<file path="config.mk">
export PLATFORM = sky130hd
export DESIGN_NAME = chssl_ctrl
export DESIGN_NICKNAME = d
export VERILOG_FILES = /design/src/sv/chssl_pkg.sv /design/src/sv/chssl_ctrl.sv
export SDC_FILE = /design/constraint.sdc
export NUM_CORES = 1
export LEC_CHECK = 0
export ABC_AREA = 0
export BUFFER_PORTS_ARGS = -buffer_cell sky130_fd_sc_hd__buf_2
export CAP_MARGIN = 5
export CORE_MARGIN = 1
export CORE_UTILIZATION = 40
export CTS_CLUSTER_DIAMETER = 30
export DETAILED_ROUTE_END_ITERATION = 10
export GPL_TIMING_DRIVEN = 1
export HOLD_SLACK_MARGIN = 0.12
export PLACE_DENSITY_LB_ADDON = 0.3
export SLEW_MARGIN = 20
export SYNTH_ARGS = -nofsm -noshare
export SYNTH_HDL_FRONTEND = slang
export SYNTH_SLANG_ARGS = --single-unit
</file>
<file path="constraint.sdc">
create_clock -name clk_i -period 4.35 [get_ports clk_i]
set_clock_uncertainty 0.15 [all_clocks]
set_input_delay 0.2175 -clock clk_i [delete_from_list [all_inputs] [get_ports clk_i]]
set_output_delay 0.2175 -clock clk_i [all_outputs]
set_load 0.05 [all_outputs]
</file>
<file path="src/sv/chssl_pkg.sv">
// Package holding the types, sizes and codes shared by the set lookup block.
package chssl_pkg;

  localparam int unsigned MaxEntries = 1024;
  localparam int unsigned AddrW      = $clog2(MaxEntries);
  localparam int unsigned CountW     = $clog2(MaxEntries + 1);
  localparam int unsigned TotalW     = 11;
  localparam logic [31:0] CrcPoly    = 32'hEDB88320;

  localparam logic [1:0] OpLoad  = 2'd0;
  localparam logic [1:0] OpQuery = 2'd1;
  localparam logic [1:0] OpSeal  = 2'd2;

  localparam logic [1:0] KindLoad  = 2'd0;
  localparam logic [1:0] KindQuery = 2'd1;
  localparam logic [1:0] KindSeal  = 2'd2;

  localparam logic [1:0] StatOk    = 2'd0;
  localparam logic [1:0] StatFull  = 2'd1;
  localparam logic [1:0] StatEmpty = 2'd2;

  typedef struct packed {
    logic [1:0] opcode;
    logic [7:0] data_byte;
    logic       last_byte;
  } in_beat_t;

  typedef struct packed {
    logic [1:0]  answer_kind;
    logic [1:0]  status;
    logic        found;
    logic [31:0] hash_value;
    logic [TotalW-1:0] entry_total;
  } out_beat_t;

  // Datapath commands.
  typedef struct packed {
    logic              crc_step;   // fold the input byte into the running CRC
    logic              crc_clear;
    logic              append;     // write hash at entry_count, bump count
    logic              rd_en;
    logic [AddrW-1:0]  rd_addr;
    logic              wr_en;
    logic [AddrW-1:0]  wr_addr;
    logic              wr_sel_hold; // write the held key instead of read data
    logic              hold_load;   // capture read data as held key
    logic              key_load;    // capture the finished hash as search key
    logic              seal_set;
  } dp_cmd_t;

  typedef struct packed {
    logic [31:0]       hash;       // finished hash of current byte
    logic [31:0]       key;
    logic [31:0]       hold;
    logic [31:0]       rd_data;
    logic [CountW-1:0] count;
    logic              sealed;
  } dp_stat_t;

  function automatic logic [31:0] crc_byte(logic [31:0] crc, logic [7:0] b);
    logic [31:0] c;
    c = crc ^ {24'd0, b};
    for (int k = 0; k < 8; k++) begin
      c = c[0] ? ((c >> 1) ^ CrcPoly) : (c >> 1);
    end
    return c;
  endfunction

endpackage

</file>
<file path="src/sv/chssl_ctrl.sv">
// Controller: byte handling, insertion sort sequencer and binary search sequencer.
module chssl_ctrl (
  input  logic                 clk_i,
  input  logic                 rst_ni,
  input  logic                 start_i,
  input  chssl_pkg::in_beat_t  in_i,
  output logic                 busy_o,
  output logic                 done_o,
  output chssl_pkg::out_beat_t result_o,
  output chssl_pkg::dp_cmd_t   cmd_o,
  input  chssl_pkg::dp_stat_t  stat_i
);

  localparam logic [2:0] StIdle   = 3'd0;
  localparam logic [2:0] StSortRd = 3'd1; // read entry i into hold
  localparam logic [2:0] StSortCmp= 3'd2; // read j-1, or place hold when j is 0
  localparam logic [2:0] StSortMv = 3'd3; // compare result, shift or place
  localparam logic [2:0] StSrchRd = 3'd4;
  localparam logic [2:0] StSrchCmp= 3'd5;
  localparam logic [2:0] StSortLd = 3'd6;

  localparam int unsigned CW = chssl_pkg::CountW;
  localparam int unsigned AW = chssl_pkg::AddrW;

  logic [2:0] state_q, state_d;
  logic [CW-1:0] i_q, i_d, j_q, j_d, lo_q, lo_d, hi_q, hi_d;
  logic [CW-1:0] mid;
  logic done_d;
  chssl_pkg::out_beat_t res_q, res_d;
  logic accept;

  assign accept = start_i && (state_q == StIdle);
  assign busy_o = (state_q != StIdle);
  assign mid    = lo_q + ((hi_q - lo_q) >> 1);

  always_comb begin
    state_d = state_q;
    i_d = i_q;
    j_d = j_q;
    lo_d = lo_q;
    hi_d = hi_q;
    done_d = 1'b0;
    res_d = res_q;
    cmd_o = '0;
    unique case (state_q)
      StIdle: begin
        if (accept) begin
          res_d.found = 1'b0;
          res_d.status = chssl_pkg::StatOk;
          res_d.hash_value = stat_i.hash;
          res_d.entry_total = stat_i.count[chssl_pkg::TotalW-1:0];
          unique case (in_i.opcode)
            chssl_pkg::OpSeal: begin
              cmd_o.crc_clear = 1'b1;
              res_d.answer_kind = chssl_pkg::KindSeal;
              res_d.hash_value = '0;
              i_d = CW'(1);
              state_d = StSortLd;
            end
            chssl_pkg::OpLoad, chssl_pkg::OpQuery: begin
              cmd_o.crc_step = 1'b1;
              if (in_i.last_byte) begin
                cmd_o.crc_clear = 1'b1;
                if (in_i.opcode == chssl_pkg::OpLoad) begin
                  res_d.answer_kind = chssl_pkg::KindLoad;
                  done_d = 1'b1;
                  if (stat_i.count < CW'(chssl_pkg::MaxEntries)) begin
                    cmd_o.append = 1'b1;
                    res_d.entry_total = chssl_pkg::TotalW'(stat_i.count + 1'b1);
                  end else begin
                    res_d.status = chssl_pkg::StatFull;
                  end
                end else begin
                  res_d.answer_kind = chssl_pkg::KindQuery;
                  if (!stat_i.sealed || stat_i.count == '0) begin
                    res_d.status = chssl_pkg::StatEmpty;
                    done_d = 1'b1;
                  end else begin
                    cmd_o.key_load = 1'b1;
                    lo_d = '0;
                    hi_d = stat_i.count;
                    state_d = StSrchRd;
                  end
                end
              end
            end
            default: ;
          endcase
        end
      end
      StSortLd: begin
        if (i_q >= stat_i.count) begin
          cmd_o.seal_set = 1'b1;
          done_d = 1'b1;
          state_d = StIdle;
        end else begin
          cmd_o.rd_en = 1'b1;
          cmd_o.rd_addr = i_q[AW-1:0];
          state_d = StSortRd;
        end
      end
      StSortRd: begin
        cmd_o.hold_load = 1'b1;
        j_d = i_q;
        state_d = StSortCmp;
      end
      StSortCmp: begin
        if (j_q == '0) begin
          cmd_o.wr_en = 1'b1;
          cmd_o.wr_sel_hold = 1'b1;
          cmd_o.wr_addr = j_q[AW-1:0];
          i_d = i_q + 1'b1;
          state_d = StSortLd;
        end else begin
          cmd_o.rd_en = 1'b1;
          cmd_o.rd_addr = AW'(j_q - 1'b1);
          state_d = StSortMv;
        end
      end
      StSortMv: begin
        if (stat_i.rd_data > stat_i.hold) begin
          cmd_o.wr_en = 1'b1;
          cmd_o.wr_addr = j_q[AW-1:0];
          j_d = j_q - 1'b1;
          state_d = StSortCmp;
        end else begin
          cmd_o.wr_en = 1'b1;
          cmd_o.wr_sel_hold = 1'b1;
          cmd_o.wr_addr = j_q[AW-1:0];
          i_d = i_q + 1'b1;
          state_d = StSortLd;
        end
      end
      StSrchRd: begin
        if (lo_q >= hi_q) begin
          done_d = 1'b1;
          state_d = StIdle;
        end else begin
          cmd_o.rd_en = 1'b1;
          cmd_o.rd_addr = mid[AW-1:0];
          state_d = StSrchCmp;
        end
      end
      StSrchCmp: begin
        if (stat_i.rd_data == stat_i.key) begin
          res_d.found = 1'b1;
          done_d = 1'b1;
          state_d = StIdle;
        end else begin
          if (stat_i.rd_data > stat_i.key) begin
            hi_d = mid;
          end else begin
            lo_d = mid + 1'b1;
          end
          state_d = StSrchRd;
        end
      end
      default: state_d = StIdle;
    endcase
  end

  always_ff @(posedge clk_i or negedge rst_ni) begin
    if (!rst_ni) begin
      state_q <= StIdle;
      done_o  <= 1'b0;
    end else begin
      state_q <= state_d;
      done_o  <= done_d;
    end
  end

  always_ff @(posedge clk_i) begin
    i_q   <= i_d;
    j_q   <= j_d;
    lo_q  <= lo_d;
    hi_q  <= hi_d;
    res_q <= res_d;
  end

  assign result_o = res_q;

endmodule

</file>
==> impl_results.md <==
- Top FF cell, synth: edfxtp_1
- Highest Clock Rate: 234.7 MHz
- Min Tclk post-route: between 4 and 5 ns
- Initial antenna violation count: 0
- # setup viols final: 0
- Asr flop ratio synth: 4.167%
- Static leakage: 4.740 nW
- VDD IR max: about 0.00060 V
- Worst-Margin Slew: between 0.8 and 0.9 ns
- Clock latency on the worst-skew pair: 0.35 ns
- CTS clock-pin slew for the worst setup and hold paths: 0.06 ns
- Synth unique cells: 60
- Hold slack: 0.1409 ns
- Synth top area cells: edfxtp_1 37%, ha_1 17%, inv_1 5.1%
- Die area: between 15000 and 20000 sq um
- Worst Setup Path Type: reg -> out
- WL/cell: 15.77 um
- Leading area contributor after synthesis: edfxtp_1
- Maximum fanout along the worst path: 6
- CP peak stage delay: roughly 0.38 ns
- Seq. cell area: 2863 sq um
- Mean Syn Cell Area: 9.413 sq um
- Unrepaired setup endpoints after global routing: true
- MaxCap Viol Count: 0
- Delay-heaviest family, CP: compound AO/OA/AOI/OAI gates
- Crit path buffers/inverters: 4
- Fin crit share: 97.93%
- Crit-path cells: inv_1, ha_1, inv_1, fa_2, a21o_1, a21oi_2, o21bai_1, a21oi_2, buf_4, xnor2_1, ha_1, o21a_1, nor2_1, a21oi_2, and4b_1, or3_4, a22oi_2, o21ai_2, buf_6
- Die Y: 139.5 um
- Ant diodes: 0
- DRC violations left: 0
- GPL Wtd Cong: 0.8710
- Status: finished clean
- CTS Buffer Depth: 2
- First-pass GRT wire length: 33420 um
- Drt total wl: just over 20000 um
- Fillers: 1674
- Critical Path End Type: primary output
- H-Tree Level Count: 3
- CP Launch Type: register
- Hold WC Path Type: in -> reg
- Synthesized instance count: 803
- Largest net degree at the start of global routing: 37
- Overall Power: 0.005537 W
- CTS tree: done
- # rows: 49
- Most frequent CP cell: a21oi_2
- HPWL Detailed: 16220 um
- CP max-delay cell: or3_4
- Sequential area share after synthesis: approximately 38%
- Rel. slew slack: 40.08%
- Starting DRT DRC Count: 428
- Port Buffers: 224
- IO Count: approximately 230
- Post-synth EDFFs: between 90 and 100
- Post-synth top area share: 36.55%
- CTS root buf: clkbuf_16
- Fin. max-slew vios: 0
- DR pass1 iterations: 5
- Via-per-instance ratio: 5.266
- Nets: 1334
- Vias in the first global route: 6797
- Area growth syn-to-layout: 29.71%
- Clock sink count: 96
- Starting Density: approximately two fifths
- Required @ worst endpoint: 3.98 ns
- Clock buffer count from CTS: 9
- Core box area: between 15000 and 20000 sq um
- Synth warn: 0
- Global Route Usage Sum: 21.58%
- Area of the multi-input gates: 4293 sq um
- Layout cells sized above 1: 25.69%
- Width of the die: 139.5 um
- Power per cell area: 564.8 nW/um^2
- Final Hold Viols: 0
- Cell Area, Synth: roughly 7600 sq um
- CP arrival: a little under 4 ns
- Via count: 6904
- Synthesis-stage register bit count: 96
- GRT Residual Overflow: 0
- Mapped Nets: 1060
- Routed Antenna Nets: 0
## cells by family (layout without fill, tap and decap cells)
group	count (synthesis)	count (layout)	share of synthesized area [%]
AND/OR/NAND/NOR	255	255	17.56
buffers and inverters	123	402	6.290
AO/OA/AOI/OAI	176	176	15.18
multiplexers	2	2	0.2814
XOR/XNOR	48	48	5.562
adder cells (fa/ha/maj)	103	103	17.25
flip-flops	96	96	37.87
## registers in the layout, indices dropped and copies added (netlist names)
name,cells
i_q,11
result_o,48
done_o,1
hi_q,11
state_q,3
lo_q,11
j_q,11
## Yosys cell counts, drive strengths merged (2+ instances only)
| cell type | count |
|---|---|
| inv | 102 |
| nand2 | 52 |
| and3 | 16 |
| buf | 4 |
| a2111oi | 2 |
| and4 | 3 |
| o21a | 6 |
| a31o | 2 |
| o21bai | 3 |
| nand3 | 24 |
| a311oi | 5 |
| nor4 | 9 |
| nor3 | 17 |
| fa | 2 |
| nand4 | 18 |
| nand3b | 2 |
| edfxtp | 92 |
| o21ai | 46 |
| a31oi | 5 |
| a21o | 37 |
| dfrtp | 4 |
| a211oi | 5 |
| clkbuf | 17 |
| xnor2 | 32 |
| and2 | 37 |
| or3 | 4 |
| o211ai | 3 |
| or2 | 4 |
| o221ai | 2 |
| a22oi | 9 |
| nor2b | 9 |
| nand2b | 5 |
| or4 | 3 |
| xor2 | 16 |
| o31ai | 4 |
| ha | 101 |
| a21oi | 39 |
| nor2 | 49 |
## final cells by class
cell class | instances | area share, %
clock inverters | 7 | 0.4722
well taps | 229 | 2.922
inverters | 102 | 3.905
clock buffers | 9 | 2.297
repair buffers | 284 | 17.42
multi-input cells | 584 | 43.79
flip-flops and latches | 96 | 29.20
## path summary, 6_finish.rpt
path / start / endpoint / slack [ns] / depth (start not counted)
min in group asynchronous: rst_ni / done_o$_DFF_PN0_ / 0.62 / 3
max in group asynchronous: rst_ni / state_q[0]$_DFFE_PN0P_ / 3.25 / 3
hold / removal: in_i[9] / result_o[44]$_SDFFCE_PN0P_ / 0.14 / 2
setup / recovery: hi_q[0]$_DFFE_PP_ / cmd_o[24] / 0.09 / 19
setup reg to reg: hi_q[0]$_DFFE_PP_ / lo_q[10]$_SDFFCE_PN0P_ / 0.26 / 16
hold reg to reg: state_q[2]$_DFFE_PN0P_ / state_q[1]$_DFFE_PN0P_ / 0.45 / 1
## placed cells by master, fill, tap and decap left out, types with 3 or more instances in the layout
master,netlist,layout
xnor2_1,32,30
a21oi_2,1,3
a21oi_1,38,36
inv_1,102,102
nor2_1,49,49
dlygate4sd3_1,0,46
and2_1,37,37
or3_1,4,3
nor2b_1,9,8
or4_1,3,3
edfxtp_1,92,92
dfrtp_1,4,4
o21ai_0,45,44
o21bai_1,3,3
clkbuf_16,0,9
a21o_1,37,37
or2_2,4,4
nor3_1,17,17
a31oi_1,5,4
a211oi_1,4,4
nand3_1,24,24
o21a_1,6,6
xor2_1,16,16
o211ai_1,3,3
and3_1,16,16
nand2_1,52,51
nor4_1,8,8
nand2b_1,5,5
nand4_1,18,18
a311oi_1,5,5
buf_2,1,222
and4_1,3,3
a22oi_1,8,7
buf_4,1,14
ha_1,101,100
o31ai_1,4,3
## stage by stage
| step | TNS, ns | util, % | setup WS [ns] | instances | instance area, sq um |
|---|---|---|---|---|---|
| 3_5_place_dp | 0 | 49.01 | 0.08606 | 1244 | 8954 |
| 3_3_place_gp | 0 | 49.01 | 0.1591 | 1244 | 8954 |
| 6_report | 0 | 53.66 | 0.09013 | 1311 | 9804 |
| 4_1_cts | 0 | 53.16 | 0.01740 | 1307 | 9713 |
| 5_1_grt | -0.1623 | 53.66 | -0.1418 | 1311 | 9804 |
| 2_1_floorplan | 0 | - | 0.2903 | 803 | 7559 |
## where the power goes
part           total (W)  switching (W)  internal, W
Combinational    0.00327        0.00212      0.00116
Sequential       0.00152       0.000201      0.00131
Clock           0.000748       0.000360     0.000388
Total            0.00554        0.00268      0.00286
## routing by layer
metal	vias up	track usage, %	wire (um)
li1	3430	-	-
met1	3220	27.89	9004
met2	216	37.21	10180
met3	38	2.271	1006
met4	0	7.953	493
met5	-	0	0
## what timing repair did
item | CTS | global route
buffers inserted | 1 | 4
gates resized for setup | 5 | 14
endpoints found under the setup margin | 2 | 5
hold buffers | 46 | 0
pin swaps | 1 | 7
endpoints found under the hold margin | 48 | 0
No activity file was read; power rests on OpenSTA's default activity.
